File: src/rtl/ll1_pkg.sv
// ll1_pkg: shared types, constants and command/status structs
// for the predictive parse engine; no dependencies
package ll1_pkg;

   localparam int SYM_W      = 5;
   localparam int PROD_W     = 4;
   localparam int POS_W      = 3;
   localparam int LEN_W      = 4;
   localparam int LVL_W      = 7;
   localparam int SP_W       = 6;
   localparam int STACK_DEPTH = 64;
   localparam int RHS_MAX    = 8;
   localparam int CELL_AW    = 2 * SYM_W;
   localparam int CELL_W     = PROD_W + 1;
   localparam int RHS_AW     = PROD_W + POS_W;

   typedef enum logic [1:0] {
      REQ_START = 2'd0,
      REQ_TOKEN = 2'd1,
      REQ_CELL  = 2'd2,
      REQ_RHS   = 2'd3
   } req_kind_type;

   typedef enum logic [2:0] {
      ST_MATCHED  = 3'd0,
      ST_ACCEPT   = 3'd1,
      ST_REJECT   = 3'd2,
      ST_OVERFLOW = 3'd3,
      ST_WRITTEN  = 3'd4,
      ST_IDLE     = 3'd5
   } status_type;

   typedef enum logic [1:0] {
      CSR_START = 2'd0,
      CSR_EPS   = 2'd1,
      CSR_LIMIT = 2'd2
   } csr_index_type;

   typedef enum logic [2:0] {
      S_CLEAR,
      S_IDLE,
      S_POP,
      S_TOP,
      S_CELL,
      S_LEN,
      S_PUSH,
      S_DONE
   } state_type;

   typedef struct packed {
      logic clear;      // write one cell address of the clearing pass
      logic start;      // reset stack for start request
      logic write_cell;
      logic write_rhs;
      logic load_req;
      logic pop;        // read stack top and decrement count
      logic read_len;   // latch production and its length
      logic push_step;  // handle one rhs position
      logic clr_exp;
      logic inc_exp;
   } ctrl_type;

   typedef struct packed {
      logic clear_done;
      logic stack_empty;
      logic top_match;
      logic tok_end;
      logic top_end;
      logic cell_ok;
      logic limit_hit;
      logic push_done;
      logic push_full;
   } stat_type;

endpackage

File: src/rtl/ll1_control.sv
// ll1_control: sequencer for requests, pops, expansions and pushes
// depends on ll1_pkg
module ll1_control (
   input  logic                clock,
   input  logic                reset,
   input  logic                req_valid,
   output logic                req_stall,
   input  logic [1:0]          req_type,
   output logic                rsp_valid,
   input  logic                rsp_stall,
   output logic [2:0]          rsp_status,
   output ll1_pkg::ctrl_type   ctrl,
   input  ll1_pkg::stat_type   stat
);
   import ll1_pkg::*;

   state_type  state_ff, state_in;
   status_type status_ff, status_in;
   logic       active_ff, active_in;
   logic       valid_ff, valid_in;
   logic       take;

   assign req_stall  = (state_ff != S_IDLE) || (valid_ff && rsp_stall);
   assign take       = req_valid && !req_stall;
   assign rsp_valid  = valid_ff;
   assign rsp_status = status_ff;

   always_ff @(posedge clock) begin
      if (reset) begin
         state_ff  <= S_CLEAR;
         active_ff <= 1'b0;
         valid_ff  <= 1'b0;
         status_ff <= ST_IDLE;
      end else begin
         state_ff  <= state_in;
         active_ff <= active_in;
         valid_ff  <= valid_in;
         status_ff <= status_in;
      end
   end

   always_comb begin
      state_in  = state_ff;
      active_in = active_ff;
      status_in = status_ff;
      valid_in  = valid_ff && rsp_stall;
      ctrl      = '0;
      unique case (state_ff)
         S_CLEAR: begin
            ctrl.clear = 1'b1;
            if (stat.clear_done) begin
               state_in = S_IDLE;
            end
         end
         S_IDLE: begin
            if (take) begin
               ctrl.clr_exp = 1'b1;
               unique case (req_kind_type'(req_type))
                  REQ_START: begin
                     ctrl.start = 1'b1;
                     active_in  = 1'b1;
                     status_in  = ST_MATCHED;
                     state_in   = S_DONE;
                  end
                  REQ_TOKEN: begin
                     ctrl.load_req = 1'b1;
                     if (active_ff) begin
                        state_in = S_POP;
                     end else begin
                        status_in = ST_IDLE;
                        state_in  = S_DONE;
                     end
                  end
                  REQ_CELL: begin
                     ctrl.write_cell = 1'b1;
                     status_in = ST_WRITTEN;
                     state_in  = S_DONE;
                  end
                  REQ_RHS: begin
                     ctrl.write_rhs = 1'b1;
                     status_in = ST_WRITTEN;
                     state_in  = S_DONE;
                  end
                  default: ;
               endcase
            end
         end
         S_POP: begin
            if (stat.stack_empty) begin
               active_in = 1'b0;
               status_in = ST_REJECT;
               state_in  = S_DONE;
            end else begin
               ctrl.pop = 1'b1;
               state_in = S_TOP;
            end
         end
         S_TOP: begin
            priority if (stat.top_match) begin
               status_in = stat.tok_end ? ST_ACCEPT : ST_MATCHED;
               if (stat.tok_end) begin
                  active_in = 1'b0;
               end
               state_in = S_DONE;
            end else if (stat.top_end) begin
               active_in = 1'b0;
               status_in = ST_REJECT;
               state_in  = S_DONE;
            end else begin
               state_in = S_CELL;
            end
         end
         S_CELL: begin
            if (!stat.cell_ok || stat.limit_hit) begin
               active_in = 1'b0;
               status_in = ST_REJECT;
               state_in  = S_DONE;
            end else begin
               ctrl.inc_exp = 1'b1;
               state_in = S_LEN;
            end
         end
         S_LEN: begin
            ctrl.read_len = 1'b1;
            state_in = S_PUSH;
         end
         S_PUSH: begin
            priority if (stat.push_done) begin
               state_in = S_POP;
            end else if (stat.push_full) begin
               active_in = 1'b0;
               status_in = ST_OVERFLOW;
               state_in  = S_DONE;
            end else begin
               ctrl.push_step = 1'b1;
               state_in = S_PUSH;
            end
         end
         S_DONE: begin
            if (!valid_ff || !rsp_stall) begin
               valid_in = 1'b1;
               state_in = S_IDLE;
            end
         end
         default: state_in = S_IDLE;
      endcase
   end

   assert property (@(posedge clock) disable iff (reset)
      (state_ff != S_IDLE) |-> req_stall) else $error("busy without stall");
   assert property (@(posedge clock) disable iff (reset)
      ctrl.pop |-> !stat.stack_empty) else $error("pop of empty stack");
   assert property (@(posedge clock) disable iff (reset)
      (state_ff == S_DONE && !valid_ff) |=> valid_ff) else $error("result lost");
endmodule

File: config.mk
export PLATFORM = sky130hd
export DESIGN_NAME = ll1_control
export DESIGN_NICKNAME = d
export VERILOG_FILES = /design/src/rtl/ll1_pkg.sv /design/src/rtl/ll1_control.sv
export SDC_FILE = /design/constraint.sdc
export NUM_CORES = 1
export LEC_CHECK = 0
export BUFFER_PORTS_ARGS = -buffer_cell sky130_fd_sc_hd__buf_2
export CAP_MARGIN = 20
export CORE_MARGIN = 1.5
export CORE_UTILIZATION = 46
export DETAILED_ROUTE_END_ITERATION = 10
export PLACE_DENSITY = 0.87
export SETUP_SLACK_MARGIN = 0.3
export SLEW_MARGIN = 10
export SYNTH_ARGS = -nofsm -noshare
export SYNTH_HDL_FRONTEND = slang
export SYNTH_SLANG_ARGS = --single-unit
File: constraint.sdc
create_clock -name clock -period 2.06 [get_ports clock]
set_input_delay 0.103 -clock clock [delete_from_list [all_inputs] [get_ports clock]]
set_output_delay 0.103 -clock clock [all_outputs]
set_load 0.02 [all_outputs]
======== Yosys cells after proc, flatten, opt, wreduce, memory -nomap -nowiden ========
Cells that the tools add are included.
word-level totals
  flip-flop bits (word level) ............. 8
  bits in latches ......................... 0
  memory bits (writable) .................. 0
  bits in read-only memories .............. 0
  bits of input ports ..................... 15
  output and inout port bits .............. 15
  word-level logic and storage cells ...... 95
  memories kept ........................... 0
cells by class
  add/sub/neg operators ................... 0
  $mul .................................... 0
  div/mod/pow operators ................... 0
  $lt $le $gt $ge ......................... 0
  eq/ne operators ......................... 22
  shift operators ......................... 0
  mux-type cells .......................... 52
  bitwise logic cells ..................... 0
  reductions and logical operators ........ 17
operator list
  kind                  count
  $mux W3               14
  $mux W1               28
  $pmux W3 S8           1
  $pmux W3 S5           1
  $ne A2 B2 Y1 const B  7
  $eq A3 B3 Y1 const B  4
  $ne A3 B3 Y1 const B  3
  $pmux W3 S3           1
  $reduce_and A9 Y1     1
  $mux W4               2
  $reduce_and A8 Y1     1
  $eq A3 B2 Y1 const B  2
  $mux W2               3
  $pmux W3 S2           1
  $pmux W1 S5           1
  $reduce_bool A5 Y1    1
  $eq A2 B2 Y1 const B  2
  $logic_not A1 Y1      4
  $eq A3 B1 Y1 const B  1
  $logic_not A3 Y1      1
  $logic_or A1 B1 Y1    3
  $ne A3 B1 Y1 const B  1
  $reduce_and A3 Y1     1
  $reduce_or A3 Y1      1
  other kinds (5)       6

======== Logic depth before layout (Yosys ltp) ========
Gate-level depths: netlist of run 1.
  word-level depth ........................ 6
  mapped depth ............................ 7
  depth with buffers taken out ............ 5

======== Worst setup path after synthesis of run 1 ========
Ideal clock, no wire load.
  path type ............................... reg2out
  start ................................... register state_ff[2]
  end ..................................... output ctrl[2] in the netlist's numbering
  data arrival time ....................... 1.532 ns
  required time ........................... 1.957 ns
  path slack .............................. 0.425 ns
  stages on the path, launching flop included .. 4
  path buffers ............................ 1
  cell sequence ........................... dfxtp_1 dlymetal6s2s_1 nand2_1 nor4b_1
RTL lines
  what                    line               source
  start, declared         ll1_control.sv:17  state_type state_ff, state_in;
  start signal, assigned  ll1_control.sv:35  state_ff <= state_in;
  end, declared           ll1_control.sv:12  output ll1_pkg::ctrl_type ctrl,

======== Worst setup path after layout of run 1 ========
  start ................................... register state_ff[1]
  end ..................................... register active_ff
between the ends
  word-level cells in the longest chain between the ends .. 6
  elaborated cells on any way between the ends .. 20
  those cells by class .................... eq/ne (14); mux (1); reduce/logical (5)
ends and longest elaborated chain
  what                         line               source
  $ne A3 B1 Y1                 ll1_control.sv:23  assign req_stall = (state_ff != S_IDLE) || (valid_ff && rsp_stall);
  $logic_or A1 B1 Y1           ll1_control.sv:23
  $logic_not A1 Y1             ll1_control.sv:24  assign take = req_valid && !req_stall;
  $logic_and A1 B1 Y1          ll1_control.sv:24
  $ne A2 B2 Y1 (no line)       -
  $reduce_and A9 Y1 (no line)  -
  end signal, assigned         ll1_control.sv:36  active_ff <= active_in;
  end, declared                ll1_control.sv:19  logic active_ff, active_in;
Parallel ways exist; a longest one is shown, timed or not.
A chain may end at the register's enable or synchronous reset.

==> run metrics, run 1 <==
Net Sw Power=196 µW; grt total ovfl=0; library cell contributing the largest single delay on the critical path=sky130_fd_sc_hd__or3_1; count of port buffers added during placement=29; path type of the worst min-delay path=in2reg; Final Hold Slack=roughly 0.14 ns; worst-case headroom to the max-slew limit=67.0%; average via count per standard cell=between 6 and 7; sequential share of power=37.1%; share of Yosys cell area claimed by the top area cell type=22.7%; dominant cells by area after synthesis=sky130_fd_sc_hd__dfxtp_1 (23%), sky130_fd_sc_hd__nor2_1 (5.9%), sky130_fd_sc_hd__a21oi_1 (4.3%); time the worst path needs with I/O delays and setup=approximately 1.7 ns; Pint=just over 300 µW; number of fill cells in the layout=136; final cell count without fillers=134; mean instance size in the synthesized netlist=7.66 µm²; crit path cell chain=and2_1 > a32oi_2 > nand4_2 > or3_1 > a21oi_1; number of nets in the final layout=136; final worst-path cycle share=a little over four fifths; worst-case setup margin in the final layout=around 0.35 ns; cell area after synthesis=704 µm²; overall power=507 µW; global-route wire length before repair=3.33 mm; transition time at the pin with the least slew margin=0.482 ns; Yosys warning total=0; total number of placement rows=13; Critical Path End Type=flop; initial core utilization=around half; number of cells after detailed placement=131; post-synthesis net count=107; Data arrival, critical path=1.90 ns; slowest stage delay, CP=0.42 ns; largest net degree at the start of global routing=19; library cell occupying the most area in the post-synthesis netlist=sky130_fd_sc_hd__dfxtp_1; routed wire length per instance=15.4 µm; Crit path required time=2.24 ns; total via count in the routed design=848; Die X=roughly 42 µm; maximum fanout along the worst path=18; clock input transition at the sequential cells of the worst setup and hold paths=about 0.06 ns; hold buffers post-CTS=0; total global-route track usage=24.8%; deepest clock path buffer count=2; count of final hold-check violations=0; ratio of total power to cell area=between 600 and 700 nW/µm²; async set-or-reset flop fraction in the synthesized netlist=0%; Critical Path Source Type=flop; largest vdd supply drop=0.297 mV; area grow syn2layout=19.9%; sequential area share after synthesis=22.7%; post-placement worst setup slack=just over 0.3 ns; maximum clock frequency=0.583 GHz; clock network latency to the later pin of the worst-skew pair=0.27 ns; cell count after synthesis=between 90 and 100; Die Y=42.1 µm; via count of the first global-routing pass=750; Die ar.=between 1500 and 2000 µm²; reported max-cap violation count=0; detailed-route DRC error count=0; RD Place Congestion=0.972; DP HPWL=1.48 mm; root buffer cell=sky130_fd_sc_hd__clkbuf_4; initial antenna violation count=0; Layout Cell Area excl Fill=845 µm²; Switching Share=38.7%; Core ar.=1370 µm²; routed wire length=2.07 mm; IO Count=30; clock sink count=8; crit-path leading delay family=simple AND/OR/NAND/NOR gates; number of setup violations in the final report=0; clock buffer count from CTS=3; Resized cells post-CTS=2; ANT nets after route=0; detailed-routing iteration count for the pre-antenna-repair pass=5; pins over their slew limit=0; ratio of cells with drive above 1 in the final layout=36.1%; Yosys reg bits=8; unrepaired setup endpoints after global routing=no; worst clock skew=0.0105 ns; critical path class=reg2reg; status=finished clean; synth unique cells=43; number of enable flip-flop cells after synthesis=0; Setup Fix Bufs, Post-CTS=0; DR iter-0 viols=just under 60; part of the total power dissipated in combinational logic=37.3%; CTS tree=built; sum of negative setup slack=0 ns; ys flop type=sky130_fd_sc_hd__dfxtp_1; clock share of power=around 26%; number of antenna repair diodes=0; Post-DP Area=811 µm²; H-Tree Depth=1; Buf/Inv on CP=0; final core utilization=61.8%; cell leakage power=approximately 0.36 nW
## worst paths after layout
path                                                  from                    endpoint  slack (ns)  depth (start not counted)
worst max-delay path              state_ff[1]$_SDFFE_PP0P_      active_ff$_SDFFE_PP0P_        0.35                          5
worst min-delay path                                 reset    state_ff[0]$_SDFFE_PP0P_        0.14                          2
worst max register to register    state_ff[1]$_SDFFE_PP0P_      active_ff$_SDFFE_PP0P_        0.35                          5
worst min register to register  rsp_status[2]$_SDFFE_PP1P_  rsp_status[2]$_SDFFE_PP1P_        0.49                          2
## power by group through the flow
stage | Clock [mW] | Combinational, mW | Sequential [mW]
6_report | 0.129 | 0.189 | 0.188
5_1_grt | 0.137 | 0.201 | 0.192
4_1_cts | 0.128 | 0.183 | 0.189
3_5_place_dp | 0 | 0.179 | 0.191
3_3_place_gp | 0 | 0.175 | 0.191
2_1_floorplan | 0 | 0.131 | 0.194
## Yosys cell counts (2+ instances only)
master / number
sky130_fd_sc_hd__and3_1: 2
sky130_fd_sc_hd__nor3_1: 5
sky130_fd_sc_hd__nand4_1: 2
sky130_fd_sc_hd__o21ai_1: 4
sky130_fd_sc_hd__nand3_1: 3
sky130_fd_sc_hd__inv_1: 2
sky130_fd_sc_hd__nand2b_1: 4
sky130_fd_sc_hd__a211oi_1: 2
sky130_fd_sc_hd__a21oi_1: 6
sky130_fd_sc_hd__dfxtp_1: 8
sky130_fd_sc_hd__o21ai_0: 3
sky130_fd_sc_hd__nor2_1: 11
sky130_fd_sc_hd__a31oi_1: 2
sky130_fd_sc_hd__clkbuf_1: 2
sky130_fd_sc_hd__nand2_1: 8
## state kept, by name, summed over array words and instances, names as in the netlist
| register | count |
|---|---|
| active_ff | 1 |
| rsp_status | 3 |
| rsp_valid | 1 |
| state_ff | 3 |
## layer usage
metal	share of wire [%]	global-route usage (%)	vias to the layer above
met4	6.7	19.4	0
li1	-	-	398
met1	39	30.8	365
met3	9.8	3.45	20
met5	0	0	-
met2	44	38.1	65
## final cells by class
class	count	area [µm²]	share of cell area (%)
clock buffer	3	22.5	2.67
inverter	3	11.3	1.33
multi-input combinational	75	468	55.4
sequential	8	168	19.9
tap	15	18.8	2.22
timing repair buffer	30	156	18.5
## cells in the final DEF (no fill, tap or decap), drive strengths merged, types with 2 or more instances in the layout
cell,instances
a211oi,2
a21oi,6
a31oi,2
and3,2
buf,30
clkbuf,3
dfxtp,8
inv,3
nand2,9
nand2b,4
nand3,3
nand4,3
nor2,11
nor3,5
o21ai,8
## cell families (layout without fill, tap and decap cells)
family | count (synthesis) | count (layout) | synth area share (%)
flops | 8 | 8 | 22.7
mux | 1 | 1 | 1.42
buf+inv | 9 | 36 | 10.8
compound gates | 28 | 28 | 27.7
simple gates | 46 | 46 | 37.3
## worst register-to-register path: stages (launching register included)
cell	delay, ns
sky130_fd_sc_hd__dfxtp_4	0.41
sky130_fd_sc_hd__and2_1	0.23
sky130_fd_sc_hd__a32oi_2	0.21
sky130_fd_sc_hd__nand4_2	0.18
sky130_fd_sc_hd__or3_1	0.42
sky130_fd_sc_hd__a21oi_1	0.20
No activity file was read; power rests on OpenSTA's default activity.
==> run 2, diff against run 1 <==
--- a/config.mk
+++ b/config.mk
@@ -5,12 +5,13 @@
 export SDC_FILE = /design/constraint.sdc
 export NUM_CORES = 1
 export LEC_CHECK = 0
+export ABC_AREA = 1
 export BUFFER_PORTS_ARGS = -buffer_cell sky130_fd_sc_hd__buf_2
 export CAP_MARGIN = 20
 export CORE_MARGIN = 1.5
-export CORE_UTILIZATION = 46
+export CORE_UTILIZATION = 45
 export DETAILED_ROUTE_END_ITERATION = 10
-export PLACE_DENSITY = 0.87
+export PLACE_DENSITY = 0.86
 export SETUP_SLACK_MARGIN = 0.3
 export SLEW_MARGIN = 10
 export SYNTH_ARGS = -nofsm -noshare
==> constraint.sdc (replaced) <==
create_clock -name clock -period 1.63 [get_ports clock]
set_input_delay 0.0815 -clock clock [delete_from_list [all_inputs] [get_ports clock]]
set_output_delay 0.0815 -clock clock [all_outputs]
set_load 0.02 [all_outputs]
==> run metrics, run 2 <==
via count of the first global-routing pass=857 (+14%); Buf/Inv on CP=3 (+3); crit path cell chain=inv_4 > nand2_4 > nor2_4 > nand2_4 > nor2_4 > inv_4 > nor3_4 > buf_6; post-synthesis net count=142 (+33%); ratio of total power to cell area=1870 nW/µm² (+210%); routed wire length=2.38 mm (+15%); maximum fanout along the worst path=4 (-14); Core ar.=1370 µm² (unchanged); cell count after synthesis=127 (+38%); detailed-route DRC error count=0 (unchanged); worst-case headroom to the max-slew limit=83.2% (+16 points); mean instance size in the synthesized netlist=5.41 µm² (-29%); grt total ovfl=0 (unchanged); final core utilization=81.4% (+20 points); initial antenna violation count=0 (unchanged); Yosys warning total=0 (unchanged); slowest stage delay, CP=0.35 ns (-0.07 ns); pins over their slew limit=0 (unchanged); Switching Share=54.1% (+15 points); sequential share of power=19.4% (-18 points); worst clock skew=0.00365 ns (-0.00685 ns); transition time at the pin with the least slew margin=0.251 ns (-0.230 ns); ANT nets after route=0 (unchanged); area grow syn2layout=61.9%; start point of the critical path=state_ff[1]$_SDFFE_PP0P_; Critical Path End Type=output port; IO Count=30 (unchanged); sum of negative setup slack=0 ns (unchanged); initial core utilization=50.3% (-1.3 points); number of cells on the worst reg-to-reg path=9 (+4); routed wire length per instance=13.4 µm (-13%); Crit Reg-Reg Startpoint=state_ff[1]$_SDFFE_PP0P_; number of antenna repair diodes=0 (unchanged); RD Place Congestion=0.858 (-12%); share of Yosys cell area claimed by the top area cell type=23.3% (+0.58 points); commonest non-fill, non-tap cell in the layout=sky130_fd_sc_hd__nand2_1; Die ar.=1770 µm² (-0.29%); time the worst path needs with I/O delays and setup=between 1 and 1.5 ns; hold wc startpoint=reset; clock network latency to the later pin of the worst-skew pair=0.26 ns (about the same); number of nets in the final layout=180 (+32%); Yosys reg bits=8 (unchanged); clock input transition at the sequential cells of the worst setup and hold paths=0.05 ns (about the same); async set-or-reset flop fraction in the synthesized netlist=0% (unchanged); final cell count without fillers=178 (+33%); status=finished clean; count of final hold-check violations=0 (unchanged); clock share of power=7.5% (-18 points); Die X=42.1 µm (-0.14%); Net Sw Power=1.13 mW (+470%); internal reg-to-reg setup slack=0.28 ns (-0.07 ns); dominant cells by area after synthesis=sky130_fd_sc_hd__dfxtp_1 (23%), sky130_fd_sc_hd__nand2_1 (16%), sky130_fd_sc_hd__nor2_1 (14%); most frequent cell after synthesis=sky130_fd_sc_hd__nand2_1; crit-path leading delay family=simple AND/OR/NAND/NOR gates; Pint=955 µW (+210%); top library cells by usage in the layout, fill and taps aside=sky130_fd_sc_hd__nand2_1 (23), sky130_fd_sc_hd__buf_2 (22), sky130_fd_sc_hd__inv_1 (17), sky130_fd_sc_hd__nor2_1 (16), sky130_fd_sc_hd__nand3_1 (11); library cell occupying the most area in the post-synthesis netlist=sky130_fd_sc_hd__dfxtp_1; endpoint of the lowest-slack register-to-register path=rsp_status[1]$_SDFFE_PP0P_; unrepaired setup endpoints after global routing=yes; hold buffers post-CTS=0 (unchanged); number of setup violations in the final report=0 (unchanged); number of cells after detailed placement=169 (+29%); H-Tree Depth=1 (unchanged); sequential area share after synthesis=23.3% (+0.58 points); cell area after synthesis=687 µm² (-2.5%); total number of placement rows=13 (unchanged); clock sink count=8 (unchanged); Die Y=42.1 µm (-0.14%); global-route wire length before repair=3.54 mm (+6.2%); root buffer cell=sky130_fd_sc_hd__clkbuf_4; DR iter-0 viols=30 (-48%); cell leakage power=0.579 nW (+62%); path type of the worst min-delay path=in2reg; ratio of cells with drive above 1 in the final layout=46.6% (+10 points); Data arrival, critical path=1.34 ns (-0.56 ns); library cell contributing the largest single delay on the critical path=sky130_fd_sc_hd__dfxtp_4; largest vdd supply drop=1.18 mV (+300%); Crit path required time=1.55 ns (-0.69 ns); part of the total power dissipated in combinational logic=73.2% (+36 points); average via count per standard cell=5.48 (-13%); Cells on Worst Hold Path=2 (unchanged); synth cell count leaders=sky130_fd_sc_hd__nand2_1 (29), sky130_fd_sc_hd__nor2_1 (26), sky130_fd_sc_hd__inv_1 (17); count of port buffers added during placement=29 (unchanged); DP HPWL=1.57 mm (+5.6%); number of fill cells in the layout=82 (-40%); total via count in the routed design=975 (+15%); maximum clock frequency=around 0.7 GHz; total global-route track usage=25.8% (+0.93 points); CTS tree=built; detailed-routing iteration count for the pre-antenna-repair pass=4 (-1); worst-case setup margin in the final layout=0.206 ns (-0.140 ns); ys flop type=sky130_fd_sc_hd__dfxtp_1; number of enable flip-flop cells after synthesis=0 (unchanged); synth unique cells=17 (-60%); Critical Path Source Type=flop; deepest clock path buffer count=2 (unchanged); final worst-path cycle share=87.4%; critical path class=reg2out; post-placement worst setup slack=0.102 ns (-0.208 ns); largest net degree at the start of global routing=10 (-9); reported max-cap violation count=0 (unchanged); overall power=2.08 mW (+310%); Hold Crit Endpoint=state_ff[2]$_SDFFE_PP0P_; clock buffer count from CTS=3 (unchanged)
## run 2: power by group through the flow
stage          logic (mW)  registers (mW)  clock network [mW]
2_1_floorplan       0.958           0.348                   0
3_3_place_gp         1.11           0.385                   0
3_5_place_dp         1.14           0.388                   0
4_1_cts              1.36           0.386               0.159
5_1_grt              1.67           0.408               0.170
6_report             1.52           0.403               0.156
## run 2: final cells by class
type | instances | area, µm² | area share (%)
repair buffers | 35 | 235 | 21.1
well taps | 15 | 18.8 | 1.69
flip-flops and latches | 8 | 171 | 15.4
multi-input cells | 96 | 576 | 51.7
clock buffers | 3 | 22.5 | 2.02
inverters | 21 | 88.8 | 7.99
## run 2: layer usage
layer	global-route usage (%)	wire (µm)	vias up
met4	15.6	108	0
met3	5.60	168	12
met2	43.4	1140	48
met1	29.4	970	438
li1	-	-	477
met5	0	0	-
## run 2: kinds of logic after synthesis
logic type	count (synthesis)	share of synthesized area [%]
simple gates	81	51.5
buf+inv	23	13.7
compound gates	15	11.5
flops	8	23.3
## run 2: how the worst max path moves through the flow
stage | to | slack (ns) | depth (start not counted)
after floorplan | ctrl[6] | 0.20 | 8
after global placement | rsp_status[1]$_SDFFE_PP0P_ | 0.11 | 9
after detailed placement | rsp_status[1]$_SDFFE_PP0P_ | 0.10 | 9
after CTS | ctrl[7] | 0.21 | 8
after global routing | ctrl[7] | 0.13 | 8
final | ctrl[7] | 0.21 | 8
## run 2: worst register-to-register path, cell delays in order (launching register included)
cell	delay, ns
sky130_fd_sc_hd__dfxtp_4	0.35
sky130_fd_sc_hd__buf_4	0.18
sky130_fd_sc_hd__o21ai_2	0.19
sky130_fd_sc_hd__nand2_1	0.08
sky130_fd_sc_hd__nand2_1	0.15
sky130_fd_sc_hd__nor2_4	0.06
sky130_fd_sc_hd__nand2_2	0.09
sky130_fd_sc_hd__nand2_1	0.05
sky130_fd_sc_hd__nand2_1	0.05
sky130_fd_sc_hd__nor2_1	0.04
## run 2: metrics by stage
stage,area (µm²),hold slack (ns)
2_1_floorplan,749,0.151
3_5_place_dp,895,0.293
6_report,1110,0.0188
4_1_cts,1040,0.00936
5_1_grt,1110,0.0112
3_3_place_gp,895,0.287
## run 2: timing repair
| item | CTS | global route |
|---|---|---|
| setup buffers | 5 | 1 |
| setup endpoints to repair | 15 | 15 |
| pin swaps | 4 | 3 |
| gates resized for setup | 22 | 22 |
